==> src/rtl/ogdi_pkg.sv <==
// Shared types, constants and field layout for the occupancy grid inflation block.
// Used by the scanner, the top level and the checker; no dependencies of its own.
package ogdi_pkg;

	// Grid store geometry
	localparam int MAX_WIDTH  = 128;
	localparam int MAX_ROWS   = 128;
	localparam int MAX_REACH  = 15;
	localparam int X_W        = $clog2(MAX_WIDTH);
	localparam int Y_W        = $clog2(MAX_ROWS);
	localparam int ADDR_W     = X_W + Y_W;
	localparam int CELLS      = 1 << ADDR_W;

	// Register widths
	localparam int GW_W      = 8;
	localparam int GH_W      = 8;
	localparam int REACH_W   = 4;
	localparam int CLR_W     = 17;
	localparam int CFG_W     = 17;
	localparam int REG_IDX_W = 2;

	// Reach offsets and distance test
	localparam int OFF_W  = $clog2(MAX_REACH + 1) + 1;
	localparam int GAP_W  = $clog2(MAX_REACH + 1);
	localparam int Q_FRAC = 8;
	localparam int DIST_W = 2 * GAP_W + 1 + Q_FRAC;
	localparam int CMP_W  = (DIST_W > CLR_W) ? DIST_W : CLR_W;

	// Stream layout
	localparam int CMD_W     = 2;
	localparam int S_TDATA_W = ((CMD_W + X_W + Y_W + 7) / 8) * 8;
	localparam int M_TDATA_W = 8;

	// Command codes (code 3 behaves as a read)
	localparam logic [CMD_W-1:0] CMD_CLEAR = 2'd0;
	localparam logic [CMD_W-1:0] CMD_MARK  = 2'd1;
	localparam logic [CMD_W-1:0] CMD_READ  = 2'd2;

	// Register indexes
	localparam logic [REG_IDX_W-1:0] REG_GRID_WIDTH  = 2'd0;
	localparam logic [REG_IDX_W-1:0] REG_GRID_HEIGHT = 2'd1;
	localparam logic [REG_IDX_W-1:0] REG_REACH       = 2'd2;
	localparam logic [REG_IDX_W-1:0] REG_CLEARANCE   = 2'd3;

	// Control from the sequencer to the neighborhood scanner
	typedef struct packed {
		logic start;
		logic adv;
	} scan_ctl_t;

	// Status from the scanner back to the sequencer
	typedef struct packed {
		logic              hit;
		logic              last;
		logic [ADDR_W-1:0] addr;
	} scan_stat_t;

endpackage

==> src/rtl/ogdi_scan.sv <==
// Neighborhood scanner: walks the (2R+1)^2 offsets of a mark, one per cycle,
// and flags the cells that pass the clearance test and lie inside the grid.
// Depends on ogdi_pkg.
module ogdi_scan (
	input  logic                          clk,
	input  logic                          arst_n,
	input  ogdi_pkg::scan_ctl_t           ctl,
	input  logic [ogdi_pkg::X_W-1:0]      cx,
	input  logic [ogdi_pkg::Y_W-1:0]      cy,
	input  logic [ogdi_pkg::X_W:0]        w_eff,
	input  logic [ogdi_pkg::Y_W:0]        h_eff,
	input  logic [ogdi_pkg::REACH_W-1:0]  reach,
	input  logic [ogdi_pkg::CLR_W-1:0]    clearance,
	output ogdi_pkg::scan_stat_t          stat
);

	localparam int TX_W = ogdi_pkg::X_W + 2;
	localparam int TY_W = ogdi_pkg::Y_W + 2;
	localparam int SUM_W = 2 * ogdi_pkg::GAP_W + 1;

	logic signed [ogdi_pkg::OFF_W-1:0]  dx_q, dy_q;
	logic [ogdi_pkg::REACH_W-1:0]       r_eff;
	logic signed [ogdi_pkg::OFF_W-1:0]  r_pos, r_neg;
	logic [ogdi_pkg::OFF_W-1:0]         ax, ay;
	logic [ogdi_pkg::GAP_W-1:0]         gx, gy;
	logic [2*ogdi_pkg::GAP_W:0]         gap_sum;
	logic [ogdi_pkg::DIST_W-1:0]        dist_q8;
	logic                               in_disk;
	logic signed [TX_W-1:0]             tx;
	logic signed [TY_W-1:0]             ty;
	logic                               in_grid;

	// Clip reach and form the signed offset bounds
	always_comb begin
		r_eff = (reach > ogdi_pkg::REACH_W'(ogdi_pkg::MAX_REACH))
			? ogdi_pkg::REACH_W'(ogdi_pkg::MAX_REACH) : reach;
		r_pos = $signed(ogdi_pkg::OFF_W'(r_eff));
		r_neg = -r_pos;
	end

	// Offset counters, row-major
	always_ff @(posedge clk or negedge arst_n) begin
		if (!arst_n) begin
			dx_q <= '0;
			dy_q <= '0;
		end else if (ctl.start) begin
			dx_q <= r_neg;
			dy_q <= r_neg;
		end else if (ctl.adv) begin
			if (dx_q == r_pos) begin
				dx_q <= r_neg;
				dy_q <= dy_q + ogdi_pkg::OFF_W'(1);
			end else begin
				dx_q <= dx_q + ogdi_pkg::OFF_W'(1);
			end
		end
	end

	// Gap test: (gx^2 + gy^2) * 256 <= clearance
	always_comb begin
		ax      = dx_q[ogdi_pkg::OFF_W-1] ? ogdi_pkg::OFF_W'(-dx_q) : ogdi_pkg::OFF_W'(dx_q);
		ay      = dy_q[ogdi_pkg::OFF_W-1] ? ogdi_pkg::OFF_W'(-dy_q) : ogdi_pkg::OFF_W'(dy_q);
		gx      = (ax == '0) ? '0 : ogdi_pkg::GAP_W'(ax - ogdi_pkg::OFF_W'(1));
		gy      = (ay == '0) ? '0 : ogdi_pkg::GAP_W'(ay - ogdi_pkg::OFF_W'(1));
		gap_sum = (SUM_W'(gx) * SUM_W'(gx))
			+ (SUM_W'(gy) * SUM_W'(gy));
		dist_q8 = {gap_sum, {ogdi_pkg::Q_FRAC{1'b0}}};
		in_disk = ogdi_pkg::CMP_W'(dist_q8) <= ogdi_pkg::CMP_W'(clearance);
	end

	// Target cell and grid clipping
	always_comb begin
		tx      = $signed(TX_W'(cx)) + TX_W'(dx_q);
		ty      = $signed(TY_W'(cy)) + TY_W'(dy_q);
		in_grid = !tx[TX_W-1] && !ty[TY_W-1]
			&& (tx[TX_W-2:0] < w_eff) && (ty[TY_W-2:0] < h_eff);
	end

	assign stat.hit  = in_disk && in_grid;
	assign stat.last = (dx_q == r_pos) && (dy_q == r_pos);
	assign stat.addr = {ty[ogdi_pkg::Y_W-1:0], tx[ogdi_pkg::X_W-1:0]};

endmodule

==> config.mk <==
export PLATFORM = sky130hd
export DESIGN_NAME = ogdi_scan
export DESIGN_NICKNAME = d
export VERILOG_FILES = /design/src/rtl/ogdi_pkg.sv /design/src/rtl/ogdi_scan.sv
export SDC_FILE = /design/constraint.sdc
export NUM_CORES = 1
export LEC_CHECK = 0
export ABC_AREA = 1
export BUFFER_PORTS_ARGS = -buffer_cell sky130_fd_sc_hd__buf_2
export CORE_ASPECT_RATIO = 0.9
export CORE_MARGIN = 3
export CORE_UTILIZATION = 52
export DETAILED_ROUTE_END_ITERATION = 10
export GPL_TIMING_DRIVEN = 0
export PLACE_DENSITY = 0.8
export SYNTH_ARGS = -nofsm -noshare
export SYNTH_HDL_FRONTEND = slang
export SYNTH_SLANG_ARGS = --single-unit
export TNS_END_PERCENT = 30
==> constraint.sdc <==
create_clock -name clk -period 6.8 [get_ports clk]
set_input_delay 1.36 -clock clk [delete_from_list [all_inputs] [get_ports clk]]
set_output_delay 1.36 -clock clk [all_outputs]
set_load 0.02 [all_outputs]
======== Word level (Yosys, flattened, before mapping) ========
Index checks and enable logic that the tools add are counted.
word-level totals
  register bits after elaboration ......... 10
  bits of input ports ..................... 55
  output and inout bits ................... 16
cells by class
  add/sub/neg operators ................... 10
  multipliers ............................. 2
  order comparisons ....................... 4
  equality and inequality tests ........... 2
  muxes and demuxes ....................... 11
  reduce and logical (&&, ||, !) cells .... 12
operator list
  kind                                                                 number
  5-bit two-way mux                                                    8
  8-bit by 5-bit adder with 9-bit output                               2
  17-bit less-or-equal comparator                                      1
  8-bit less-than comparator                                           2
  4-bit by 4-bit multiplier with 8-bit output                          2
  4-bit two-way mux                                                    3
  5-bit by 2-bit adder with 5-bit output (second input constant)       2
  5-bit equality test                                                  2
  5-bit logical NOT                                                    2
  5-bit negation                                                       2
  8-bit by 8-bit adder with 9-bit output                               1
  4-bit by 1-bit subtractor with 4-bit output (second input constant)  2
  1-bit logical AND                                                    5
  4-bit negation with 5-bit output                                     1
  4-bit greater-than comparator (second input constant)                1
  2-bit nonzero test                                                   2
  1-bit logical NOT                                                    2
  2-bit AND reduction                                                  1

======== Depth between registers and ports, before layout ========
  depth in word-level cells ............... 8
  depth in mapped cells ................... 38
  gate-level depth less buffers ........... 38

======== Worst setup path before layout ========
Ideal clock, no wire load.
  kind .................................... register to output
  from .................................... reg dy_q[0] (netlist bit)
  to ...................................... out stat[15] (netlist bit)
  arrival ................................. 5778 ps
  required time ........................... 5440 ps
  slack ................................... -338 ps
  stages on the path, launching flop included .. 34
  cells stage by stage .................... dfrtp_1 inv_2 ha_1 nand2_1 o21ai_0 inv_1 ha_1 nand2_1 nor2_1 nand2_4 nand2_1 inv_1 nand3_1 fa_1 inv_1 ha_1 fa_1 inv_1 fa_1 inv_1 ha_1 fa_1 a21oi_1 o21ai_0 xor2_1 ha_1 nand2_1 nor2_1 and2_1 nand3_1 nand3_1 nand2_1 nand2_1 nor2_1
RTL lines
  item                    line             text
  start, declared         ogdi_scan.sv:21  logic signed [ogdi_pkg::OFF_W-1:0] dx_q, dy_q;
  start signal, assigned  ogdi_scan.sv:48  dy_q <= r_neg;
  start signal, assigned  ogdi_scan.sv:52  dy_q <= dy_q + ogdi_pkg::OFF_W'(1);
  end, declared           ogdi_scan.sv:14  output ogdi_pkg::scan_stat_t stat

==> flow_summary.html <==
<table>
<tr><th>Metric</th><th>Value</th></tr>
<tr><th colspan="2">Critical path</th></tr>
<tr><td>Largest fanout on the critical path</td><td>2</td></tr>
<tr><td>WS Path Type</td><td>flop to output port</td></tr>
<tr><td>Worst path arrival time</td><td>~5.8 ns</td></tr>
<tr><td>Kind of end point of the critical path</td><td>output port</td></tr>
<tr><td>Required time worst endpoint</td><td>5.44 ns</td></tr>
<tr><td>Buffer and inverter count on the worst path</td><td>8</td></tr>
<tr><td>Startpoint Class</td><td>flop</td></tr>
<tr><td>Largest stage delay, worst path</td><td>around 0.56 ns</td></tr>
<tr><td>CP delay by family, top</td><td>adder cells</td></tr>
<tr><td>Critical-path top delay cell</td><td>sky130_fd_sc_hd__fa_1</td></tr>
<tr><th colspan="2">Routing</th></tr>
<tr><td>Ratio of routed vias to standard cells</td><td>5.24</td></tr>
<tr><td>Detailed-routing iteration count for the pre-antenna-repair pass</td><td>5</td></tr>
<tr><td>Post-route DRC violation count</td><td>0</td></tr>
<tr><td>Routed Antenna Nets</td><td>0</td></tr>
<tr><td>Vias after detailed routing</td><td>about 3600</td></tr>
<tr><td>Routed wire length</td><td>between 9 and 10 mm</td></tr>
<tr><td>Starting DRT DRC Count</td><td>roughly 240</td></tr>
<tr><td>Average detailed-routed wire length per instance</td><td>~13 um</td></tr>
<tr><th colspan="2">Synthesis</th></tr>
<tr><td>Post-synthesis net count</td><td>around 630</td></tr>
<tr><td>Cell area after synthesis</td><td>about 0.0033 sq mm</td></tr>
<tr><td>Register bit count reported by yosys</td><td>10</td></tr>
<tr><td>Total of warnings raised by yosys</td><td>0</td></tr>
<tr><td>Share of flip-flops with an asynchronous set or reset after synthesis</td><td>100%</td></tr>
<tr><td>Post-synth top area share</td><td>approximately a quarter</td></tr>
<tr><td>Commonest cells in the netlist</td><td>sky130_fd_sc_hd__nand2_1, sky130_fd_sc_hd__inv_1, sky130_fd_sc_hd__ha_1</td></tr>
<tr><td>Number of cells produced by synthesis</td><td>503</td></tr>
<tr><td>Average footprint of a synthesized cell</td><td>between 6 and 7 sq um</td></tr>
<tr><td>Cell variety after synth</td><td>38</td></tr>
<tr><td>Post-synth EDFFs</td><td>0</td></tr>
<tr><td>Ranking of synthesized cells by area</td><td>sky130_fd_sc_hd__ha_1, sky130_fd_sc_hd__nand2_1, sky130_fd_sc_hd__inv_1, sky130_fd_sc_hd__dfrtp_1, sky130_fd_sc_hd__fa_1</td></tr>
<tr><td>Cell taking the most area after synthesis</td><td>sky130_fd_sc_hd__ha_1</td></tr>
<tr><td>Share of synthesized area occupied by flip-flops and latches</td><td>about 7.5%</td></tr>
<tr><td>Most frequent cell after synthesis</td><td>sky130_fd_sc_hd__nand2_1</td></tr>
<tr><td>Top_reg_cell synth</td><td>sky130_fd_sc_hd__dfrtp_1</td></tr>
<tr><th colspan="2">Clocking</th></tr>
<tr><td>CTS Root Buffer Type</td><td>sky130_fd_sc_hd__clkbuf_8</td></tr>
<tr><td>H-Tree Level Count</td><td>1</td></tr>
<tr><td>Clock tree from TritonCTS</td><td>yes</td></tr>
<tr><td>Hold bufs inserted after CTS</td><td>0</td></tr>
<tr><td>Worst skew pair latency</td><td>0.25 ns</td></tr>
<tr><td>TritonCTS Sinks</td><td>10</td></tr>
<tr><td>Clock edge transition at the registers on the reported setup and hold paths</td><td>0.05 ns</td></tr>
<tr><td>CTS Buffer Depth</td><td>2</td></tr>
<tr><td>CTS Buf Count</td><td>3</td></tr>
<tr><th colspan="2">Global route</th></tr>
<tr><td>Pin count of the biggest net entering global routing</td><td>11</td></tr>
<tr><td>Global-route wire length before repair</td><td>14.6 mm</td></tr>
<tr><td>Antenna violations before repair</td><td>0</td></tr>
<tr><td>Number of global-route vias before repair</td><td>~3400</td></tr>
<tr><td>GRT Total Usage</td><td>23.5%</td></tr>
<tr><td>Remaining Overflow, GRT</td><td>0</td></tr>
<tr><th colspan="2">Floorplan</th></tr>
<tr><td>Area enclosed by the die boundary</td><td>0.00738 sq mm</td></tr>
<tr><td>Die span in x</td><td>90.3 um</td></tr>
<tr><td>Core outline area</td><td>0.00592 sq mm</td></tr>
<tr><td>Initial Utilization</td><td>56.1%</td></tr>
<tr><td>Number of ports placed on the die boundary</td><td>between 70 and 80</td></tr>
<tr><td>Die height</td><td>roughly 82 um</td></tr>
<tr><td>Standard-cell rows</td><td>26</td></tr>
<tr><th colspan="2">STA</th></tr>
<tr><td>Final period utilization</td><td>105%</td></tr>
<tr><td>Setup skew after layout</td><td>around 0.0015 ns</td></tr>
<tr><td>Final critical path time including I/O delays and setup</td><td>7.12 ns</td></tr>
<tr><td>Final Slew Violations</td><td>0</td></tr>
<tr><td>Worst slew margin relative to its limit</td><td>between 70 and 80%</td></tr>
<tr><td>Worst-Margin Slew</td><td>around 0.33 ns</td></tr>
<tr><td>Highest attainable clock frequency</td><td>between 0.1 and 0.15 GHz</td></tr>
<tr><td>Setup repair after global routing missed its margin</td><td>true</td></tr>
<tr><td>Setup-failing EPs final</td><td>1</td></tr>
<tr><td>Hold Worst Slack</td><td>0.628 ns</td></tr>
<tr><td>Hold Violations, Final</td><td>0</td></tr>
<tr><td>Setup slack of the critical path after layout</td><td>-0.318 ns</td></tr>
<tr><th colspan="2">Outcome</th></tr>
<tr><td>Violations in the final reports</td><td>setup timing</td></tr>
<tr><td>Outcome</td><td>finished, violations left</td></tr>
<tr><th colspan="2">Layout</th></tr>
<tr><td>Relative area change from synthesis to final layout</td><td>31.3%</td></tr>
<tr><td>Share of layout cells above drive strength 1</td><td>between 30 and 40%</td></tr>
<tr><td>Total Nets Final</td><td>736</td></tr>
<tr><td>Number of inserted diodes</td><td>0</td></tr>
<tr><td>Post-route standard cell area excluding fillers</td><td>~0.0044 sq mm</td></tr>
<tr><th colspan="2">Placement</th></tr>
<tr><td>Instance area at placement</td><td>0.00380 sq mm</td></tr>
<tr><td>Weighted congestion at the end of routability-driven global placement</td><td>~0.89</td></tr>
<tr><td>DP HPWL</td><td>between 6 and 7 mm</td></tr>
<tr><td>Port-buffer cells</td><td>between 60 and 70</td></tr>
<tr><th colspan="2">Job</th></tr>
<tr><td>Max_cap viols</td><td>0</td></tr>
<tr><th colspan="2">Worst hold path</th></tr>
<tr><td>Worst min-delay path category</td><td>flop to flop</td></tr>
</table>
cell type report:
| class | count | area, sq um |
|---|---|---|
| multi-input combinational | 381 | 2920 |
| tap | 84 | 105 |
| timing repair buffer | 99 | 581 |
| inverter | 107 | 414 |
| clock buffer | 4 | 55.1 |
| sequential | 10 | 255 |
| fill | 455 | 1560 |
| buffer | 5 | 36.3 |
state kept, by name, summed over array words and instances, names as in the netlist:
register and count:
dx_q 5, dy_q 5
layer usage:
layer	wire length [um]	track usage [%]	share of wire, %	vias to the layer above
met3	494	4.30	5.4	34
met1	3940	29.2	43	1664
met2	4320	41.7	48	132
met5	0	0	0	-
met4	317	7.95	3.5	0
li1	-	-	-	1783
cells in the final DEF, fill, tap and decap left out, types with 2 or more instances in the layout:
master and count:
sky130_fd_sc_hd__buf_2 70, sky130_fd_sc_hd__o21ai_0 5, sky130_fd_sc_hd__a21oi_2 3, sky130_fd_sc_hd__xor2_2 2, sky130_fd_sc_hd__o211ai_1 2, sky130_fd_sc_hd__buf_6 3
sky130_fd_sc_hd__nand3_2 7, sky130_fd_sc_hd__o21bai_1 2, sky130_fd_sc_hd__nor2_1 29, sky130_fd_sc_hd__inv_1 86, sky130_fd_sc_hd__o21ai_2 8, sky130_fd_sc_hd__nand3_1 32
sky130_fd_sc_hd__nand2_1 112, sky130_fd_sc_hd__nand3b_1 2, sky130_fd_sc_hd__inv_2 18, sky130_fd_sc_hd__nand2_2 22, sky130_fd_sc_hd__fa_1 11, sky130_fd_sc_hd__nor2_4 6
sky130_fd_sc_hd__nor4_1 2, sky130_fd_sc_hd__dfrtp_1 6, sky130_fd_sc_hd__xnor2_2 2, sky130_fd_sc_hd__ha_4 8, sky130_fd_sc_hd__a21oi_1 21, sky130_fd_sc_hd__xnor2_1 4
sky130_fd_sc_hd__nand4_1 3, sky130_fd_sc_hd__nor2_2 4, sky130_fd_sc_hd__dfrtp_2 4, sky130_fd_sc_hd__nand2_4 6, sky130_fd_sc_hd__buf_4 31, sky130_fd_sc_hd__o21ai_4 2
sky130_fd_sc_hd__xor2_1 19, sky130_fd_sc_hd__clkbuf_8 4, sky130_fd_sc_hd__ha_1 53
worst register-to-register path, stage by stage (launching register included):
cell and delay, ns:
sky130_fd_sc_hd__dfrtp_2 0.43, sky130_fd_sc_hd__buf_4 0.18, sky130_fd_sc_hd__a21oi_1 0.27, sky130_fd_sc_hd__nand4_4 0.21, sky130_fd_sc_hd__nand2_4 0.14, sky130_fd_sc_hd__nand2_4 0.12, sky130_fd_sc_hd__nand2_2 0.09, sky130_fd_sc_hd__o21ai_2 0.05
logic make-up after synthesis:
logic type      after synthesis  synth area share [%]
compound gates               49                  8.96
fa+ha+maj                    74                  30.6
mux                           1                 0.301
buf+inv                     112                  13.1
xor+xnor                     28                  7.83
flops                        10                  7.53
simple gates                229                  31.6
metrics by stage:
stage | setup TNS [ns] | setup WS (ns) | instances | utilization [%]
floorplan | 0 | 0.0246 | 503 | -
global placement | -0.544 | -0.544 | 656 | 64.2
finish | -0.318 | -0.318 | 690 | 73.7
detailed placement | -0.661 | -0.661 | 656 | 64.2
CTS | -0.240 | -0.240 | 684 | 70.8
global route | -0.522 | -0.522 | 690 | 73.7
what timing repair did:
action,4_1_cts,5_1_grt
resized for setup,37,30
endpoints found under the hold margin,0,0
pin swaps,35,28
buffers inserted,24,6
endpoints found under the setup margin,1,1
final timing paths:
path | from | to | slack, ns | depth (start not counted)
worst max register to register | dx_q[0] | dy_q[2] | 5.19 | 7
max in group asynchronous | arst_n | dx_q[0] | 5.62 | 1
worst min-delay path | dy_q[3] | dy_q[3] | 0.63 | 2
min in group asynchronous | arst_n | dy_q[3] | 0.97 | 1
worst min register to register | dy_q[3] | dy_q[3] | 0.63 | 2
worst max-delay path | dx_q[0] | stat[15] | -0.32 | 29
Power is left out: the tool's default activity adds up to more than one toggle a clock period on the data nets, which glitch-free logic cannot reach.
